### src/hdl/sact_pkg.sv
package sact_pkg;
   localparam int NumSets   = 64;
   localparam int NumWays   = 4;
   localparam int LineBytes = 16;
   localparam int AddrBits  = 32;
   localparam int OffBits   = $clog2(LineBytes);
   localparam int SetBits   = (NumSets > 1) ? $clog2(NumSets) : 1;
   localparam int WayBits   = (NumWays > 1) ? $clog2(NumWays) : 1;
   localparam int TagBits   = AddrBits - OffBits - ((NumSets > 1) ? $clog2(NumSets) : 0);
   localparam int QDepth    = 2;

   typedef logic [31:0] stamp_type;
   typedef logic [TagBits-1:0] tag_type;
   typedef logic [SetBits-1:0] set_type;

   // one classified access travelling from front to back
   typedef struct packed {
      set_type set;
      tag_type tag;
   } access_type;

   function automatic access_type split_addr(input logic [31:0] addr);
      access_type a;
      logic [63:0] line_no;
      line_no = 64'(addr) >> OffBits;
      a.set = SetBits'(line_no % NumSets);
      a.tag = TagBits'(line_no / NumSets);
      return a;
   endfunction
endpackage

### src/hdl/sact_front.sv
module sact_front (
   input  logic clock,
   input  logic reset,
   input  logic req_valid,
   output logic req_ready,
   input  logic [31:0] req_address,
   output logic q_valid,
   input  logic q_ready,
   output sact_pkg::access_type q_data
);
   import sact_pkg::*;

   localparam int CntBits = $clog2(QDepth + 1);
   localparam int PtrBits = (QDepth > 1) ? $clog2(QDepth) : 1;

   access_type mem_ff [QDepth];
   logic [PtrBits-1:0] wp_ff, wp_in, rp_ff, rp_in;
   logic [CntBits-1:0] cnt_ff, cnt_in;
   logic push, pop;

   assign req_ready = (cnt_ff != CntBits'(QDepth));
   assign q_valid   = (cnt_ff != '0);
   assign q_data    = mem_ff[rp_ff];
   assign push = req_valid && req_ready;
   assign pop  = q_valid && q_ready;

   // pointer and fill count
   always_comb begin
      wp_in  = push ? ((wp_ff == PtrBits'(QDepth-1)) ? '0 : wp_ff + 1'b1) : wp_ff;
      rp_in  = pop  ? ((rp_ff == PtrBits'(QDepth-1)) ? '0 : rp_ff + 1'b1) : rp_ff;
      cnt_in = cnt_ff + CntBits'(push) - CntBits'(pop);
   end

   always_ff @(posedge clock) begin
      if (reset) begin
         wp_ff <= '0; rp_ff <= '0; cnt_ff <= '0;
      end else begin
         wp_ff <= wp_in; rp_ff <= rp_in; cnt_ff <= cnt_in;
      end
      if (push) mem_ff[wp_ff] <= split_addr(req_address);
   end

   a_no_over: assert property (@(posedge clock) disable iff (reset)
      cnt_ff <= CntBits'(QDepth)) else $error("queue overflow");
   a_pop_nonempty: assert property (@(posedge clock) disable iff (reset)
      pop |-> cnt_ff != '0) else $error("pop of empty queue");
   a_cnt_track: assert property (@(posedge clock) disable iff (reset)
      (push && !pop) |=> cnt_ff == $past(cnt_ff) + 1'b1) else $error("count slip");
endmodule

### config.mk
export PLATFORM = sky130hd
export DESIGN_NAME = sact_front
export DESIGN_NICKNAME = d
export VERILOG_FILES = /design/src/hdl/sact_pkg.sv /design/src/hdl/sact_front.sv
export SDC_FILE = /design/constraint.sdc
export NUM_CORES = 1
export LEC_CHECK = 0
export ABC_AREA = 1
export BUFFER_PORTS_ARGS = -buffer_cell sky130_fd_sc_hd__buf_2
export CAP_MARGIN = 20
export CORE_ASPECT_RATIO = 2
export CORE_MARGIN = 3
export CORE_UTILIZATION = 53
export CTS_BUF_LIST = sky130_fd_sc_hd__clkbuf_2 sky130_fd_sc_hd__clkbuf_4 sky130_fd_sc_hd__clkbuf_8
export DETAILED_ROUTE_END_ITERATION = 12
export PLACE_DENSITY = 0.81
export SLEW_MARGIN = 25
export SYNTH_ARGS = -nofsm -noshare
export SYNTH_HDL_FRONTEND = slang
export SYNTH_SLANG_ARGS = --single-unit
export TNS_END_PERCENT = 10
### constraint.sdc
create_clock -name clock -period 3.05 [get_ports clock]
set_input_delay 0.1525 -clock clock [delete_from_list [all_inputs] [get_ports clock]]
set_output_delay 0.1525 -clock clock [all_outputs]
set_load 0.03 [all_outputs]
Word-level counts from Yosys, hierarchy flattened --
Memory sizes are Yosys's and may differ from the RTL's. A register that Yosys moved wholly into a read port is not among the register bits. Cells that the tools add are included. W data, S select, Z words.
Word-level totals: register bits 4, latch bits 0, bits in writable memories 56, ROM bits 0, input port bits 36, output and inout port bits 30, logic and storage cells 18, memories 1
Cells by class: $add $sub $neg 4, multipliers 0, divide/modulo/power cells 0, magnitude comparators 0, equality and inequality tests 1, shift operators 0, multiplexer cells 6, bitwise gates (word level) 0, reductions and logical operators 3
Memory list:
- mem_ff | words 2, width 28, read ports 1, clocked after memory_dff 1, write ports 1, line sact_front.sv:16 | access_type mem_ff [QDepth];
Operators by type and width (count):
- $mux W1 | 6
- $add A1 B1 Y1 const B | 2
- $add A2 B1 Y2 | 1
- $logic_and A1 B1 Y1 | 2
- $ne A2 B2 Y1 const B | 1
- $reduce_bool A2 Y1 | 1
- $sub A2 B1 Y2 | 1

Longest topological paths before layout --
Gate-level depths: netlist of the first run.
word-level depth 4, depth in mapped cells 11, mapped depth without buffers 11

Worst setup path after synthesis of the first run --
Ideal clock, no wire load.
path kind reg2reg, from register cnt_ff[0], to memory mem_ff[1][0] (netlist bit), enable pin, library setup time 0.414 ns, arrival time 1.897 ns, setup slack 0.738 ns, stages on the path, launching flop included 5, path buffers 0, period minus slack after synthesis 2.312 ns, cell sequence dfxtp_1 -> inv_1 -> nand2_2 -> nand2_2 -> nor2_1
On the way: word-level cells in the longest chain between the ends 4
RTL lines:
- start, declared | line sact_front.sv:18 | logic [CntBits-1:0] cnt_ff, cnt_in;
- start signal, assigned | line sact_front.sv:38 | wp_ff <= wp_in; rp_ff <= rp_in; cnt_ff <= cnt_in;
- $ne A2 B2 Y1 | line sact_front.sv:21 | assign req_ready = (cnt_ff != CntBits'(QDepth));
- via req_ready | line sact_front.sv:5 | output logic req_ready,
- $logic_and A1 B1 Y1 | line sact_front.sv:24 | assign push = req_valid && req_ready;
- $mux W1 | line sact_front.sv:40 | if (push) mem_ff[wp_ff] <= split_addr(req_address);
- $mux W1 (implied by the code) | line sact_front.sv:40
- end, declared | line sact_front.sv:16
The timed path passes the listed nets, and every way through them passes these cells.

==> results by group, run 1 <==
Synthesis
  • Yosys reg bits: a little over 60
  • Mapped Cells: 123
  • Syn Area/Cell: ~19 µm²
  • Seq/Total Area, Yosys: 0.753
  • Yosys warns: 0
  • Post-synthesis cell area: about 2400 µm²
  • Syn nets: 160
  • Post-synth cell types: 16

Place
  • PortBufs: 61
  • Routability Congestion: 0.648
  • Cell count after placement: 235
  • Hpwl dp: 2.93 mm

Timing
  • Highest clock rate: 510 MHz
  • Fin Setup TNS: 0 ps
  • Final Max Tran Viols: 0
  • Worst Tran Pin Value: 851 ps
  • Setup violations, final: 0
  • Final worst-path cycle share: 0.643
  • Relative slew slack: 0.433
  • Tmin final: 1960 ps
  • RSZ-0062 raised after global routing: no
  • Final Hold Viols: 0
  • Worst Skew: 6.21 ps

Global route
  • GRT overflow: 0
  • GR Util All Layers: 0.168
  • Maximum number of pins on one net before global-route repair: 29
  • Antenna violations before repair: 0
  • Vias in the first global route: 1348
  • First-pass GRT wire length: slightly above 6 mm

CTS
  • TritonCTS clock tree: yes
  • Cts repair resizes: 0
  • Post-CTS Setup Bufs: 0
  • Root buffer cell: clkbuf_8
  • Max Buffers Root-to-Sink: 2
  • CTS Buf Count: 9
  • Clock sink count: 61
  • Worst-path clk slew: 60 ps
  • Clk Latency, worst-skew pair: around 320 ps
  • H-tree depth: 3

Power
  • Overall power after layout: 2.62 mW
  • PwrDens: 883 nW/µm²
  • Maximum VDD drop: between 600 and 700 µV
  • Leakage: ~1.2 nW

Job
  • Max-cap viol count: 0

Route
  • DRC: 0
  • Post-route ant nets: 0
  • DRT iter0 DRCs: 22
  • 1st-pass router iterations: 4
  • WL/cell: between 15 and 20 µm
  • Via count: 1279
  • Final WL: 4.06 mm
  • Vias per std cell: between 4 and 5

Floorplan
  • Die Y: 100 µm
  • Initial Util: 0.562
  • Cell Rows: 33
  • Core area: between 4000 and 5000 µm²
  • I/O pin cnt: 66
  • Die Area: between 5000 and 6000 µm²
  • Die X: 53.2 µm

Final layout
  • NumNets Final: 238
  • Commonest non-fill, non-tap cells in the layout: buf_2, edfxtp_1, mux2_4
  • Final Non-Filler Cells: between 200 and 300
  • Commonest non-fill, non-tap cell in the layout: buf_2
  • Synth-to-layout area growth: 25.5%
  • Layout Utilization: 0.705
  • Ant diodes: 0
  • Share of cells above drive strength 1: 0.549

Critical path
  • Kind of critical path: register to primary output
  • WP data arrival: 1810 ps
  • Setup crit end kind: primary output
  • Crit path required time: 2900 ps
  • CP Launch Type: register
  • Crit Path Max Fanout: 28

Status
  • Status: completed

Min path
  • Min-Delay Path Class: input port to register
[critical path: stages, from the launching register on]
cell,delay (ps)
dfxtp_2,890
mux2_2,410
buf_2,180
[cells in the mapped netlist]
cell type	instances	area [µm²]
nor2_2	1	6.26
edfxtp_1	56	1680
a21oi_1	2	10.0
mux2_4	20	300
buf_12	2	40.0
mux2_2	8	90.1
inv_1	8	30.0
buf_6	1	11.3
ha_1	1	12.5
xnor2_1	1	8.76
nand2_2	2	12.5
nor2_1	8	30.0
nor3_1	1	5.00
dfxtp_1	5	100
nand2_1	6	22.5
nand3_1	1	5.00
[flip-flops by register name (all words and copies together) (netlist names), named ones only]
signal,count
wp_ff,1
mem_ff,56
cnt_ff,2
rp_ff,1
[layer usage]
metal  up-vias  global-route usage  wire length, µm  share of wire
met3        11              0.0504              216          0.053
met5         -                   0                0              0
met1       614               0.166             1410           0.35
met2        43               0.294             2320           0.57
li1        611                   -                -              -
met4         0              0.0945              105          0.026
[area by class of cell]
type,count,area [µm²]
sequential,61,1780
fill,296,1240
multi-input combinational,51,508
timing repair buffer,70,390
clock buffer,15,188
tap,52,65.1
inverter,8,30.0
clock inverter,1,5.00
[stage by stage]
| step | cell area (µm²) | hold slack [ps] | setup WS (ps) |
|---|---|---|---|
| after global placement | 2710 | 341 | 1300 |
| after floorplan | 2370 | 224 | 738 |
| after CTS | 2970 | 1.26 | 1040 |
| after global routing | 2970 | 7.38 | 979 |
| final | 2970 | 24.4 | 1090 |
| after detailed placement | 2710 | 344 | 1190 |
[final timing paths]
path | start | endpoint | slack (ps) | depth (start not counted)
hold / removal | req_address[29] | mem_ff[0][19] | 20 | 1
hold reg to reg | rp_ff | rp_ff | 520 | 2
setup / recovery | register | q_data[24] | 1090 | 2
setup reg to reg | cnt_ff[0] | mem_ff[1][20] | 1200 | 5
[kinds of logic after synthesis]
kind of cell             share of synthesized area
flip-flops                                   0.753
multiplexers                                 0.165
AND/OR/NAND/NOR                             0.0344
buffers and inverters                       0.0344
AO/OA/AOI/OAI                              0.00423
XOR/XNOR                                   0.00370
adder cells (fa/ha/maj)                    0.00529
[power breakdown]
group | internal, mW | switching [mW] | leakage, nW | total [mW]
Combinational | 0.322 | 0.485 | 0.535 | 0.807
Clock | 0.388 | 0.259 | 0.104 | 0.647
Sequential | 1.07 | 0.0999 | 0.565 | 1.17
Total | 1.78 | 0.845 | 1.20 | 2.62
[timing repair]
action,4_1_cts,5_1_grt
hold endpoints to repair,12,0
endpoints found under the setup margin,0,0
hold buffers,7,0
Power figures use the tool's default switching activity.
==> run 2, diff against run 1 <==
--- a/config.mk
+++ b/config.mk
@@ -5,15 +5,15 @@
 export SDC_FILE = /design/constraint.sdc
 export NUM_CORES = 1
 export LEC_CHECK = 0
-export ABC_AREA = 1
+export ABC_AREA = 0
 export BUFFER_PORTS_ARGS = -buffer_cell sky130_fd_sc_hd__buf_2
 export CAP_MARGIN = 20
 export CORE_ASPECT_RATIO = 2
 export CORE_MARGIN = 3
-export CORE_UTILIZATION = 53
+export CORE_UTILIZATION = 48
 export CTS_BUF_LIST = sky130_fd_sc_hd__clkbuf_2 sky130_fd_sc_hd__clkbuf_4 sky130_fd_sc_hd__clkbuf_8
 export DETAILED_ROUTE_END_ITERATION = 12
-export PLACE_DENSITY = 0.81
+export PLACE_DENSITY = 0.78
 export SLEW_MARGIN = 25
 export SYNTH_ARGS = -nofsm -noshare
 export SYNTH_HDL_FRONTEND = slang
==> constraint.sdc (replaced) <==
create_clock -name clock -period 1.6 [get_ports clock]
set_input_delay 0.08 -clock clock [delete_from_list [all_inputs] [get_ports clock]]
set_output_delay 0.08 -clock clock [all_outputs]
set_load 0.03 [all_outputs]
==> results by group, run 2 <==
Timing
  • Highest clock rate: between 600 and 700 MHz
  • Final worst-path cycle share: 0.952
  • Relative slew slack: 0.847 (was 0.433)
  • Final Max Tran Viols: 0 (unchanged)
  • Worst Skew: 6.11 ps (was 6.21 ps)
  • Setup violations, final: 0 (unchanged)
  • Final Hold Viols: 0 (unchanged)
  • RSZ-0062 raised after global routing: no (unchanged)
  • Tmin final: 1520 ps
  • Worst setup margin: 76.8 ps (was 1090 ps)
  • Worst Tran Pin Value: 227 ps (was 851 ps)

Critical path
  • WP data arrival: 1440 ps (was 1810 ps)
  • R2r endpoint: cnt_ff[1] (was mem_ff[1][20])
  • Critical Path Max Stage Delay: 370 ps (was 890 ps)
  • Crit path max-delay cell type: mux2_2 (was dfxtp_2)
  • Kind of critical path: register to primary output (unchanged)
  • Setup crit end: q_data[3] (was q_data[24])
  • Reg-to-Reg Start: cnt_ff[1] (was cnt_ff[0])
  • Reg2reg path depth: 6 (was 5)
  • Crit Path Max Fanout: 17 (was 28)
  • R2R setup slack: 100 ps (was 1200 ps)
  • Setup crit end kind: primary output (unchanged)
  • CP Launch Type: register (unchanged)
  • Crit path required time: 1520 ps (was 2900 ps)
  • Cell Chain, Critical Path: buf_4 > mux2_2 > buf_2 (was mux2_2 > buf_2)

Final layout
  • Commonest non-fill, non-tap cells in the layout: buf_2, edfxtp_1, dlygate4sd3_1 (was buf_2, edfxtp_1, mux2_4)
  • NumNets Final: 257 (was 238)
  • Top Registers: mem_ff (56), cnt_ff (2) (unchanged)
  • Share of cells above drive strength 1: 0.509 (was 0.549)
  • Largest register FFs: 56 (unchanged)
  • Synth-to-layout area growth: 38.8% (was 25.5%)
  • Commonest non-fill, non-tap cell in the layout: buf_2 (unchanged)
  • Largest reg by FF count: mem_ff (unchanged)
  • Ant diodes: 0 (unchanged)

Synthesis
  • Area contributors post-synth: edfxtp_1, mux2_2, dfxtp_1, nor2_1, buf_4 (was edfxtp_1, mux2_4, dfxtp_1, mux2_2, buf_12)
  • Yosys warns: 0 (unchanged)
  • Syn Area/Cell: 19.6 µm² (was 19.2 µm²)
  • Syn nets: 153 (was 160)
  • Post-synth top flop: edfxtp_1 (unchanged)
  • Yosys reg bits: 61 (unchanged)
  • Top cells by count, synth: edfxtp_1, mux2_2, dfxtp_1, nor2_1 (was edfxtp_1, mux2_4, inv_1, mux2_2, nor2_1)
  • Most frequent cell after synthesis: edfxtp_1 (unchanged)
  • Post-synthesis cell area: 2270 µm² (was 2370 µm²)
  • Mapped Cells: 116 (was 123)
  • Post-synth cell types: 23 (was 16)
  • Synth top area share: 0.739 (was 0.711)
  • Area leader, netlist: edfxtp_1 (unchanged)
  • Seq/Total Area, Yosys: 0.783 (was 0.753)
  • Async set or reset register ratio after synthesis: 0 (unchanged)
  • Post-synth EDFFs: 56 (unchanged)

Power
  • Overall power after layout: 4.51 mW (was 2.62 mW)
  • Combinational share of power: 0.279 (was 0.308)
  • Leakage: 1.23 nW (was 1.20 nW)
  • Maximum VDD drop: 1100 µV (was 668 µV)
  • Sw power: 1.32 mW (was 0.845 mW)
  • PwrDens: 1430 nW/µm² (was 883 nW/µm²)
  • Switch share: 0.293 (was 0.322)
  • Clock power share: 0.274 (was 0.247)
  • Sequential Power Share: 0.447 (was 0.445)
  • P_int: 3.19 mW (was 1.78 mW)

Global route
  • Maximum number of pins on one net before global-route repair: 18 (was 29)
  • Vias in the first global route: 1517 (was 1348)
  • GR Util All Layers: 0.176 (was 0.168)
  • GRT overflow: 0 (unchanged)
  • First-pass GRT wire length: 6.66 mm (was 6.17 mm)
  • Antenna violations before repair: 0 (unchanged)

Place
  • PortBufs: 61 (unchanged)
  • Routability Congestion: 0.612 (was 0.648)
  • Hpwl dp: 2.97 mm (was 2.93 mm)
  • Pre-CTS setup slack: -14.8 ps (was 1190 ps)

Floorplan
  • Die X: 54.7 µm (was 53.2 µm)
  • Cell Rows: 34 (was 33)
  • Initial Util: 0.509 (was 0.562)
  • Core area: 4470 µm² (was 4210 µm²)
  • Die Y: 103 µm (was 100 µm)
  • Die Area: 5650 µm² (was 5350 µm²)
  • I/O pin cnt: 66 (unchanged)

Route
  • 1st-pass router iterations: 4 (unchanged)
  • Final WL: 4.36 mm (was 4.06 mm)
  • Post-route ant nets: 0 (unchanged)
  • Vias per std cell: 4.96 (about the same)
  • DRT iter0 DRCs: 21 (was 22)
  • Via count: 1380 (was 1279)
  • WL/cell: 15.7 µm (about the same)
  • DRC: 0 (unchanged)

CTS
  • Worst-path clk slew: 60 ps (about the same)
  • Post-CTS Setup Bufs: 0 (unchanged)
  • Max Buffers Root-to-Sink: 2 (unchanged)
  • TritonCTS clock tree: yes (unchanged)
  • CTS Buf Count: 9 (unchanged)
  • Clock sink count: 61 (unchanged)
  • H-tree depth: 3 (unchanged)
  • Clk Latency, worst-skew pair: 320 ps (about the same)
  • Root buffer cell: clkbuf_8 (unchanged)

Status
  • Status: completed (unchanged)

Min path
  • Min-Delay Path Class: input port to register (unchanged)

Job
  • Max-cap viol count: 0 (unchanged)
==> run 2: power groups by stage <==
stage | clock network, mW | logic (mW) | registers [mW]
after floorplan | 0 | 0.892 | 2.02
after detailed placement | 0 | 1.21 | 2.05
after global placement | 0 | 1.18 | 2.03
final | 1.24 | 1.26 | 2.02
after CTS | 1.28 | 1.27 | 2.02
after global routing | 1.36 | 1.34 | 2.03
==> run 2: area by class of cell <==
cell class	instances	area [µm²]
clock buffer	12	146
fill	312	1310
sequential	61	1790
clock inverter	3	37.5
inverter	1	7.51
multi-input combinational	51	473
timing repair buffer	96	641
tap	54	67.6
==> run 2: cell families (layout without fill, tap and decap cells) <==
family	Yosys count	after routing	share of synthesized area
AO/OA/AOI/OAI	7	7	0.0226
XOR/XNOR	1	1	0.00385
adder cells (fa/ha/maj)	1	1	0.00550
buffers and inverters	4	112	0.0104
flip-flops	61	61	0.783
multiplexers	29	29	0.144
AND/OR/NAND/NOR	13	13	0.0308
==> run 2: worst min-delay path by stage <==
stage                    start            end  slack (ps)  depth (start not counted)
3_3_place_gp    req_address[7]  mem_ff[1][25]         270                          1
2_1_floorplan            reset          wp_ff         150                          1
6_report             req_valid          wp_ff         160                          3
4_1_cts              req_valid          wp_ff         140                          3
3_5_place_dp   req_address[16]   mem_ff[0][6]         270                          1
5_1_grt              req_valid          wp_ff         190                          3
==> run 2: what timing repair did <==
| action | in CTS | in global routing |
|---|---|---|
| setup endpoints to repair | 1 | 1 |
| gates resized for setup | 1 | 1 |
| endpoints found under the hold margin | 59 | 0 |
| gates cloned | 0 | 0 |
| hold buffers | 29 | 0 |
==> run 2: through the flow <==
| step | instance area (µm²) | setup TNS, ps | hold slack [ps] | std cells | utilization |
|---|---|---|---|---|---|
| 2_1_floorplan | 2280 | 0 | 149 | 116 | - |
| 3_3_place_gp | 2680 | 0 | 269 | 234 | 0.600 |
| 3_5_place_dp | 2680 | -14.8 | 272 | 234 | 0.600 |
| 4_1_cts | 3160 | 0 | 139 | 278 | 0.706 |
| 5_1_grt | 3160 | 0 | 189 | 278 | 0.707 |
| 6_report | 3160 | 0 | 162 | 278 | 0.707 |
==> run 2: per-layer routing <==
metal / vias to the layer above / global-route usage / part of all wire / routed length (µm)
met5: - / 0 / 0 / 0
met4: 0 / 0.0864 / 0.016 / 68
met3: 7 / 0.0588 / 0.045 / 198
met2: 44 / 0.314 / 0.59 / 2590
met1: 672 / 0.170 / 0.35 / 1500
li1: 657 / - / - / -
==> run 2: worst max-delay path, delay by kind of cell, from the launching register on <==
kind | cells | cell delay [ps]
DFF | 1 | 320
buffers and inverters | 2 | 430
muxes | 1 | 370
